### config.mk
export PLATFORM = sky130hd
export DESIGN_NAME = bresenham_line_walker
export DESIGN_NICKNAME = d
export VERILOG_FILES = /design/src/blw_pkg.sv /design/src/bresenham_line_walker.sv
export SDC_FILE = /design/constraint.sdc
export NUM_CORES = 1
export LEC_CHECK = 0
export BUFFER_PORTS_ARGS = -buffer_cell sky130_fd_sc_hd__buf_4
export CELL_PAD_IN_SITES_DETAIL_PLACEMENT = 2
export CELL_PAD_IN_SITES_GLOBAL_PLACEMENT = 2
export CORE_MARGIN = 2
export CORE_UTILIZATION = 30
export CTS_CLUSTER_SIZE = 8
export DETAILED_ROUTE_END_ITERATION = 8
export PLACE_DENSITY_LB_ADDON = 0.2
export SLEW_MARGIN = 20
export SYNTH_ARGS = -nofsm -noshare
export SYNTH_HDL_FRONTEND = slang
export SYNTH_SLANG_ARGS = --single-unit
### constraint.sdc
create_clock -name clk_i -period 12.4 [get_ports clk_i]
set_input_delay 0.62 -clock clk_i [delete_from_list [all_inputs] [get_ports clk_i]]
set_output_delay 0.62 -clock clk_i [all_outputs]
set_load 0.01 [all_outputs]
### src/blw_pkg.sv
`default_nettype none
package blw_pkg;

  localparam int unsigned CoordW = 12;
  localparam int unsigned CamW   = 13;
  localparam int unsigned ViewW  = 9;
  localparam int unsigned RangeW = 8;
  localparam int unsigned ScrW   = 8;
  localparam int unsigned DeltaW = 7;
  localparam int unsigned ErrW   = 9;
  localparam int unsigned CfgIdxW = 3;

  // Largest visible extent: screen coordinates are eight bits wide.
  localparam logic [ViewW-1:0] ViewMax = 9'd256;

  localparam logic [CfgIdxW-1:0] CfgCameraX     = 3'd0;
  localparam logic [CfgIdxW-1:0] CfgCameraY     = 3'd1;
  localparam logic [CfgIdxW-1:0] CfgViewWidth   = 3'd2;
  localparam logic [CfgIdxW-1:0] CfgViewHeight  = 3'd3;
  localparam logic [CfgIdxW-1:0] CfgWeaponRange = 3'd4;

  typedef struct packed {
    logic [CoordW-1:0] origin_x;
    logic [CoordW-1:0] origin_y;
    logic [CoordW-1:0] end_x;
    logic [CoordW-1:0] end_y;
  } in_t;

  typedef struct packed {
    logic [ScrW-1:0] view_col;
    logic [ScrW-1:0] view_row;
    logic            point_valid;
    logic            in_range;
    logic            too_far;
    logic            last;
  } out_t;

endpackage
`default_nettype wire

### src/bresenham_line_walker.sv
`default_nettype none
// One point is stepped per cycle by the shared step unit, except while the output side
// stalls, and the next line is accepted once the walk has finished. A line wider than
// MAX_SPAN, or one whose end points coincide, yields only its terminator.
// Reset is asynchronous and active low; it returns the configuration registers, the
// output valid flag and the point counter to their defaults and the sequencer to
// idle; the payload and walk registers are not reset.
module bresenham_line_walker
  import blw_pkg::*;
#(
  parameter int unsigned MAX_SPAN = 64
) (
  input  wire logic               clk_i,
  input  wire logic               rst_ni,
  input  wire logic               in_valid_i,
  output logic                    in_ready_o,
  input  wire in_t                in_data_i,
  output logic                    out_valid_o,
  input  wire logic               out_ready_i,
  output out_t                    out_data_o,
  input  wire logic               cfg_valid_i,
  output logic                    cfg_ready_o,
  input  wire logic [CfgIdxW-1:0] cfg_index_i,
  input  wire logic [CamW-1:0]    cfg_data_i
);

  localparam int unsigned CntW = (MAX_SPAN > 2) ? $clog2(MAX_SPAN) : 1;
  localparam logic [CntW-1:0] CntCap = CntW'(MAX_SPAN - 1);
  localparam logic [CoordW-1:0] SpanLimit = CoordW'(MAX_SPAN);

  localparam logic [2:0] StIdle  = 3'd0;
  localparam logic [2:0] StSetup = 3'd1;
  localparam logic [2:0] StFirst = 3'd2;
  localparam logic [2:0] StWalk  = 3'd3;
  localparam logic [2:0] StTerm  = 3'd4;

  logic [2:0] state_q, state_d;

  logic signed [CamW-1:0] cam_x_q, cam_y_q;
  logic [ViewW-1:0]       view_w_q, view_h_q;
  logic [RangeW-1:0]      range_q;

  logic [CoordW-1:0] x0_q, y0_q, x1_q, y1_q;
  logic [CoordW-1:0] lx_q, ly_q, lx_d, ly_d;
  logic [DeltaW-1:0] dx_q, dy_q;
  logic              sx_neg_q, sy_neg_q;
  logic [ErrW-1:0]   err_q, err_d;
  logic [CntW-1:0]   cnt_q, cnt_d;
  logic              far_q;

  out_t out_q, out_d;
  logic out_valid_q, out_valid_d;

  assign in_ready_o  = (state_q == StIdle);
  assign cfg_ready_o = 1'b1;
  assign out_valid_o = out_valid_q;
  assign out_data_o  = out_q;

  wire in_acc  = in_valid_i && in_ready_o;
  wire out_free = !out_valid_q || out_ready_i;

  // Configuration registers.
  always_ff @(posedge clk_i or negedge rst_ni) begin
    if (!rst_ni) begin
      cam_x_q  <= '0;
      cam_y_q  <= '0;
      view_w_q <= 9'd80;
      view_h_q <= 9'd24;
      range_q  <= '0;
    end else if (cfg_valid_i) begin
      unique case (cfg_index_i)
        CfgCameraX:     cam_x_q  <= cfg_data_i;
        CfgCameraY:     cam_y_q  <= cfg_data_i;
        CfgViewWidth:   view_w_q <= cfg_data_i[ViewW-1:0];
        CfgViewHeight:  view_h_q <= cfg_data_i[ViewW-1:0];
        CfgWeaponRange: range_q  <= cfg_data_i[RangeW-1:0];
        default: ;
      endcase
    end
  end

  // Spans taken from the captured end points.
  logic [CoordW-1:0] adx, ady;
  assign adx = (x1_q >= x0_q) ? (x1_q - x0_q) : (x0_q - x1_q);
  assign ady = (y1_q >= y0_q) ? (y1_q - y0_q) : (y0_q - y1_q);

  wire span_far = (adx > SpanLimit) || (ady > SpanLimit);
  wire same_pt  = (x0_q == x1_q) && (y0_q == y1_q);

  // Shared step unit.
  logic signed [ErrW:0]   e2;
  logic signed [ErrW:0]   dx_s, dy_s;
  logic                   step_x, step_y;
  logic [CoordW-1:0]      lx_step, ly_step;
  logic [ErrW-1:0]        err_step;

  assign e2   = {err_q, 1'b0};
  assign dx_s = signed'({{(ErrW + 1 - DeltaW){1'b0}}, dx_q});
  assign dy_s = signed'({{(ErrW + 1 - DeltaW){1'b0}}, dy_q});

  always_comb begin
    step_x   = e2 > -dy_s;
    step_y   = e2 < dx_s;
    err_step = err_q - (step_x ? dy_s[ErrW-1:0] : '0) + (step_y ? dx_s[ErrW-1:0] : '0);
    lx_step  = lx_q;
    ly_step  = ly_q;
    if (step_x) lx_step = sx_neg_q ? (lx_q - CoordW'(1)) : (lx_q + CoordW'(1));
    if (step_y) ly_step = sy_neg_q ? (ly_q - CoordW'(1)) : (ly_q + CoordW'(1));
  end

  // Evaluation of the current point against the view and the weapon range.
  logic signed [CamW:0] scx, scy;
  logic [ViewW-1:0]     vw, vh;
  logic                 visible;
  logic [CoordW-1:0]    ddx, ddy, cheb;
  logic                 inr;

  always_comb begin
    scx     = signed'({2'b00, lx_q}) - signed'({cam_x_q[CamW-1], cam_x_q});
    scy     = signed'({2'b00, ly_q}) - signed'({cam_y_q[CamW-1], cam_y_q});
    vw      = (view_w_q > ViewMax) ? ViewMax : view_w_q;
    vh      = (view_h_q > ViewMax) ? ViewMax : view_h_q;
    visible = !scx[CamW] && !scy[CamW] &&
              (unsigned'(scx) < {{(CamW + 1 - ViewW){1'b0}}, vw}) &&
              (unsigned'(scy) < {{(CamW + 1 - ViewW){1'b0}}, vh});
    ddx     = (lx_q >= x0_q) ? (lx_q - x0_q) : (x0_q - lx_q);
    ddy     = (ly_q >= y0_q) ? (ly_q - y0_q) : (y0_q - ly_q);
    cheb    = (ddx > ddy) ? ddx : ddy;
    inr     = (range_q != '0) && (cheb <= {{(CoordW - RangeW){1'b0}}, range_q});
  end

  wire at_target = (lx_q == x1_q) && (ly_q == y1_q);

  always_comb begin
    state_d     = state_q;
    lx_d        = lx_q;
    ly_d        = ly_q;
    err_d       = err_q;
    cnt_d       = cnt_q;
    out_d       = out_q;
    out_valid_d = out_valid_q && !out_ready_i;
    unique case (state_q)
      StIdle: begin
        if (in_acc) state_d = StSetup;
      end
      StSetup: begin
        lx_d  = x0_q;
        ly_d  = y0_q;
        cnt_d = '0;
        err_d = ErrW'({1'b0, adx[DeltaW-1:0]}) - ErrW'({1'b0, ady[DeltaW-1:0]});
        if (span_far || same_pt) state_d = StTerm;
        else                     state_d = StFirst;
      end
      StFirst: begin
        lx_d    = lx_step;
        ly_d    = ly_step;
        err_d   = err_step;
        state_d = StWalk;
      end
      StWalk: begin
        if (at_target || (cnt_q == CntCap)) begin
          if (out_free) begin
            out_d       = '{view_col: '0, view_row: '0, point_valid: 1'b0,
                            in_range: 1'b0, too_far: 1'b0, last: 1'b1};
            out_valid_d = 1'b1;
            state_d     = StIdle;
          end
        end else if (visible) begin
          if (out_free) begin
            out_d       = '{view_col: scx[ScrW-1:0], view_row: scy[ScrW-1:0],
                            point_valid: 1'b1, in_range: inr, too_far: 1'b0,
                            last: 1'b0};
            out_valid_d = 1'b1;
            cnt_d       = cnt_q + CntW'(1);
            lx_d        = lx_step;
            ly_d        = ly_step;
            err_d       = err_step;
          end
        end else begin
          lx_d  = lx_step;
          ly_d  = ly_step;
          err_d = err_step;
        end
      end
      StTerm: begin
        if (out_free) begin
          out_d       = '{view_col: '0, view_row: '0, point_valid: 1'b0,
                          in_range: 1'b0, too_far: far_q, last: 1'b1};
          out_valid_d = 1'b1;
          state_d     = StIdle;
        end
      end
      default: state_d = StIdle;
    endcase
  end

  always_ff @(posedge clk_i or negedge rst_ni) begin
    if (!rst_ni) begin
      state_q     <= StIdle;
      out_valid_q <= 1'b0;
      cnt_q       <= '0;
    end else begin
      state_q     <= state_d;
      out_valid_q <= out_valid_d;
      cnt_q       <= cnt_d;
    end
  end

  // Payload and walk registers.
  always_ff @(posedge clk_i) begin
    out_q <= out_d;
    lx_q  <= lx_d;
    ly_q  <= ly_d;
    err_q <= err_d;
    if (in_acc) begin
      x0_q <= in_data_i.origin_x;
      y0_q <= in_data_i.origin_y;
      x1_q <= in_data_i.end_x;
      y1_q <= in_data_i.end_y;
    end
    if (state_q == StSetup) begin
      dx_q     <= adx[DeltaW-1:0];
      dy_q     <= ady[DeltaW-1:0];
      sx_neg_q <= !(x0_q < x1_q);
      sy_neg_q <= !(y0_q < y1_q);
      far_q    <= span_far;
    end
  end

endmodule
`default_nettype wire

=== Word-level counts from Yosys, hierarchy flattened ===
Index checks and enable logic that the tools add are counted.

* Order comparisons: 16
* Reduce and logical (&&, ||, !) cells: 33
* Bitwise operators: 0
* Mux-type cells: 44
* Equal/unequal tests: 22
* Shifts and indexed selects: 0
* Divide/modulo/power cells: 0
* Add/sub/neg operators: 19
* Multiply operators: 0

{| class="wikitable"
|+ Operators with widths
! kind !! count
|-
| two-way mux 12 bit || 15
|-
| two-way mux 20 bit || 5
|-
| subtractor 12 bit || 8
|-
| one-hot mux 12 bit (3 select lines) || 2
|-
| equality test 12 bit || 4
|-
| greater-or-equal comparator 12 bit || 4
|-
| two-way mux 9 bit || 5
|-
| one-hot mux 20 bit (2 select lines) || 1
|-
| < comparator 14 x 9 -> 1 bit || 2
|-
| subtractor 13 x 13 -> 14 bit || 2
|-
| one-hot mux 9 bit (3 select lines) || 1
|-
| adder 12 x 1 -> 12 bit (second input constant) || 2
|-
| greater-than comparator 12 x 7 -> 1 bit (second input constant) || 2
|-
| < comparator 12 bit || 2
|-
| subtractor 12 x 1 -> 12 bit (second input constant) || 2
|-
| greater-than comparator 9 bit (second input constant) || 2
|-
| two-way mux 6 bit || 3
|-
| one-hot mux 3 bit (5 select lines) || 1
|-
| two-way mux 7 bit || 2
|-
| equality test 3 x 2 -> 1 bit (second input constant) || 4
|-
| greater-than comparator 12 bit || 1
|-
| <= comparator 12 x 8 -> 1 bit || 1
|-
| two-way mux 3 bit || 4
|-
| one-hot mux 6 bit (2 select lines) || 1
|-
| other kinds (26) || 58
|}

* Output and inout bits: 23
* Register bits: 180
* Memories kept: 0
* Bits in latches: 0
* Memory bits (read-only): 0
* RAM bits: 0
* Input bits: 69
* Word-level logic and storage cells: 160

=== Depth between registers and ports, before layout ===
* Word-level depth: 10
* Mapped depth: 33
* Gate-level depth less buffers: 32

=== Least setup slack after synthesis ===
No wires, ideal clock.

* Kind: reg2reg
* Start point: reg lx_q[0]
* End point: reg out_q (netlist bit out_data_o[2]), data pin
* Setup slack: 6450 ps
* Required time: 12212 ps
* Cell stages (with the launch flop): 31
* Data arrival time: 5762 ps
* Buffers on the path: 0
* Setup time: 188 ps
* Period minus slack after synthesis: 5950 ps
* Path through: edfxtp_1 > inv_1 > ha_1 > inv_1 > fa_1 > a21o_1 > a21oi_2 > o21ai_2 > a2111oi_2 > o21ai_2 > nand2_2 > mux2_2 > a211oi_2 > xnor2_1 > ha_1 > nand4_1 > or2_2 > o221ai_1 > nand2_1 > o21a_1 > ha_1 > nor2b_1 > o21a_1 > o21ai_0 > nand2b_1 > a21oi_1 > o21ai_0 > a221oi_1 > and3_1 > nand4_1 > o41ai_1

* Word-level cells in the longest chain between the ends: 10
* Elaborated cells on any way between the ends: 15

{| class="wikitable"
|+ Ends and longest elaborated chain
! element !! RTL line !! source
|-
| start: declaration || bresenham_line_walker.sv:44 || <nowiki>logic [CoordW-1:0] lx_q, ly_q, lx_d, ly_d;</nowiki>
|-
| start signal: assignment || bresenham_line_walker.sv:212 || <nowiki>lx_q <= lx_d;</nowiki>
|-
| subtractor 12 bit / greater-or-equal comparator 12 bit (equally long branches) || bresenham_line_walker.sv:126 || <nowiki>ddx = (lx_q >= x0_q) ? (lx_q - x0_q) : (x0_q - lx_q);</nowiki>
|-
| two-way mux 12 bit || bresenham_line_walker.sv:126 ||
|-
| greater-than comparator 12 bit || bresenham_line_walker.sv:128 || <nowiki>cheb = (ddx > ddy) ? ddx : ddy;</nowiki>
|-
| two-way mux 12 bit || bresenham_line_walker.sv:128 ||
|-
| <= comparator 12 x 8 -> 1 bit || bresenham_line_walker.sv:129 || <nowiki>inr = (range_q != '0) && (cheb <= {{(CoordW - RangeW){1'b0}}, range_q});</nowiki>
|-
| logical AND 1 bit || bresenham_line_walker.sv:129 ||
|-
| two-way mux 20 bit || bresenham_line_walker.sv:169 || <nowiki>if (out_free) begin</nowiki>
|-
| two-way mux 20 bit || bresenham_line_walker.sv:168 || <nowiki>end else if (visible) begin</nowiki>
|-
| two-way mux 20 bit (*) || bresenham_line_walker.sv:161 || <nowiki>if (at_target || (cnt_q == CntCap)) begin</nowiki>
|-
| one-hot mux 20 bit (2 select lines) (*) || bresenham_line_walker.sv:142 || <nowiki>unique case (state_q)</nowiki>
|-
| end signal: assignment || bresenham_line_walker.sv:211 || <nowiki>out_q <= out_d;</nowiki>
|-
| end: declaration || bresenham_line_walker.sv:51 || <nowiki>out_t out_q, out_d;</nowiki>
|}

Mark *: on every way between the ends. The rest lies on a longest branch, timed or not. The select of a mux whose other input is x is not followed.
A chain may end at the register's enable or synchronous reset.

=== Worst setup path in the final report ===
Ends and elaborated chain as after synthesis.

==> summary.txt <==
Final period util -> 55.26%
Top delay family on crit path -> compound AO/OA/AOI/OAI gates
P_sw -> 1947 uW
cts bufs inserted -> 17
antenna-violating nets left -> 0
syn_area_per_cell -> 9.267 um^2
Die ar. -> 54080 um^2
port bufs -> 90
r2r worst-path depth -> 30
Iter 0 DRT Violations -> 562
Crit. End Element -> register
number of H-tree levels -> 4
Syn Inst Count -> 1691
yosys warns -> 0
cts hold-fix bufs -> 0
EDFF count, synth -> 118
post-DR vias/cell -> 5.211
slowest stage delay, CP -> 470 ps
DR vias -> 12803
Most common cell on crit path -> ha_1
GRT Total Usage -> 21.02%
Worst-Skew Late Latency -> 510 ps
# DRC -> 0
Syn Nets -> 1987
Area Growth Syn to Fin -> 12.83%
Detail Placement HPWL -> 44730 um
# diodes -> 0
number of distinct library cells after synthesis -> 86
CP max-delay cell -> edfxtp_1
Lkg Pwr -> 0.007954 uW
largest net degree at the start of global routing -> 63
core area -> 51510 um^2
Max IR drop VDD -> 117.4 uV
Final Hold Vio Count -> 0
WP data arrival -> 7170 ps
Routed wire per std cell -> 22.58 um
Setup-failing EPs final -> 0
RSZ-0062 raised after global routing -> false
Buf+Inv Stages, Crit Path -> 2
slew margin rel. -> 26.84%
worst r2r src -> lx_q[0]
first-pass GRT wire length -> 84850 um
Setup Fix Bufs, Post-CTS -> 0
Die Y -> 232.6 um
Power Dens Cells -> 233.0 nW/um^2
Worst Max-Slew Pin Slew -> 1087 ps
Post-Route WL -> 55490 um
CTS root buf -> clkbuf_16
Pint -> 2173 uW
DRT Pass-1 Iters -> 4
Hold Path Class -> in -> async
Seq/Total Area, Yosys -> 32.54%
max cap viols -> 0
Slew Viols, Final -> 0
flop2flop setup slack -> 5550 ps
Critical Path Fanout Max -> 10
reg2reg end -> out_data_o[2]
number of synthesized register bits -> 180
layout cells sized above 1 -> 11.48%
GRT overflow -> 0
Bufs on Longest Clock Path -> 2
f_max -> 145.9 MHz
clk sinks -> 180
initial antenna violation count -> 1
clock share of power -> 14.2%
Synth async-reset ratio -> 34.44%
CP Launch Type -> register
Die Width -> 232.6 um
Synth Cell Area -> 15670 um^2
Fin Setup TNS -> 0 ps
sequential share of power -> 23.7%
Post-Route Skew -> 17.27 ps
post-route minimum period -> 6852 ps
Final Wtd Congestion -> 0.8881
TritonCTS clock tree -> yes
status -> finished clean
critical path type -> reg -> reg
worst endpoint required time -> 12720 ps
fin util -> 34.33%
Primary FF master, synth -> edfxtp_1
I/O pin cnt -> 92
Clock Pin Slew Worst Setup and Hold Paths -> 80 ps
Combinational Power Share -> 62.1%
post-cts resize count -> 0
vias in the first global route -> 14059
Layout Nets -> 2060
Initial Util -> 30.42%
Sw Ratio -> 47.26%
Rows -> 83
==> worst register-to-register path, delay by kind of cell, from the launching register on <==
| family | cells | cell delay (ps) |
|---|---|---|
| buf+inv | 2 | 230 |
| fa+ha+maj | 4 | 1220 |
| simple gates | 8 | 1480 |
| flops | 1 | 470 |
| compound gates | 14 | 2710 |
| mux | 1 | 410 |
| xor+xnor | 1 | 150 |
==> metal layers <==
layer,track usage [%],part of all wire [%],vias to the layer above
met4,6.509,2.0,0
met1,27.22,47,6490
met2,36.27,49,122
met5,0,0,-
li1,-,-,6140
met3,2.696,1.9,51
==> cells in the final DEF, fill, tap and decap left out, types with 5 or more instances in the layout <==
cell type    n
mux2i_1     31
o21ai_0    121
or3_1       10
or2_2       13
nor2_1      71
and3_1      14
a21o_1      54
a221oi_1     5
nor4_1      14
buf_4       98
nor3_1      26
ha_1       207
nand2_1    133
a21oi_1    103
mux2_2      28
nand3_1     25
a211oi_1    10
inv_1      193
o22ai_1      5
o211ai_1    14
dfrtp_1     58
xor2_1      55
and2_1      23
clkbuf_16   17
xnor2_1     43
edfxtp_1   118
o311ai_0     5
a31oi_1      9
a21boi_0    16
nand3b_1     6
nand4_1     25
nand2b_1    33
o31ai_1     11
nor3b_1      8
nor2b_1     30
o21bai_1     6
fa_1        20
o21a_1      18
inv_8        5
==> stage by stage <==
step | std cells | hold slack, ps | worst slack [ps] | total power [uW] | area (um^2)
2_1_floorplan | 1691 | 324.4 | 6450 | 2737 | 15670
3_3_place_gp | 2425 | 488.8 | 5862 | 3453 | 17090
3_5_place_dp | 2425 | 496.0 | 5600 | 3541 | 17090
4_1_cts | 2457 | 232.5 | 5592 | 4166 | 17670
5_1_grt | 2457 | 256.9 | 5089 | 4482 | 17680
6_report | 2457 | 216.5 | 5548 | 4120 | 17680
==> synthesized netlist by cell type (34+ instances only) <==
cell type | number | area [um^2]
nor2_1 | 71 | 266.5
dfrtp_1 | 58 | 1451
nand2_1 | 133 | 499.2
edfxtp_1 | 118 | 3543
xor2_1 | 55 | 481.7
o21ai_0 | 122 | 610.6
a21o_1 | 54 | 405.4
xnor2_1 | 43 | 376.6
ha_1 | 207 | 2590
inv_1 | 193 | 724.4
nand2b_1 | 34 | 212.7
a21oi_1 | 104 | 520.5
==> worst max path at each step <==
stage	startpoint	slack [ps]	endpoint	depth (start not counted)
after floorplan	lx_q[0]	6450	out_data_o[2]	30
after global placement	lx_q[0]	5860	out_data_o[2]	30
after detailed placement	lx_q[0]	5600	out_data_o[2]	30
after CTS	lx_q[0]	5590	out_data_o[2]	30
after global routing	lx_q[0]	5090	out_data_o[2]	30
final	lx_q[0]	5550	out_data_o[2]	30
==> sequential cells by signal, indices dropped and copies added (netlist names), 6 cells and up <==
| signal | flops |
|---|---|
| out_data_o | 20 |
| view_w_q | 9 |
| view_h_q | 9 |
| dx_q | 7 |
| cam_y_q | 13 |
| lx_q | 12 |
| x1_q | 12 |
| range_q | 8 |
| cnt_q | 6 |
| err_q | 9 |
| cam_x_q | 13 |
| x0_q | 12 |
| ly_q | 12 |
| y1_q | 12 |
| y0_q | 12 |
| dy_q | 7 |
==> kinds of logic after synthesis <==
family / synth area share (%)
and+or+nand+nor: 15.09
xor gates and xnor gates: 5.581
DFF: 32.54
buffers and inverters: 5.996
muxes: 3.992
other: 0.02393
adders and majority gates: 19.08
AOI/OAI and AO/OA: 17.69
==> power groups by stage <==
stage | Clock, uW | Combinational, uW | Sequential, uW
final | 585 | 2560 | 975
after global routing | 620 | 2870 | 994
after CTS | 604 | 2580 | 980
after detailed placement | 0 | 2550 | 991
after global placement | 0 | 2470 | 986
after floorplan | 0 | 1810 | 930
==> layout make-up <==
type,instances,area [um^2]
inverter,195,732.0
clock inverter,15,162.7
fill,5791,33830
multi-input combinational,1272,9676
timing repair buffer,98,735.7
sequential,180,5100
clock buffer,17,425.4
tap,680,850.8
No activity file was read; power rests on OpenSTA's default activity.
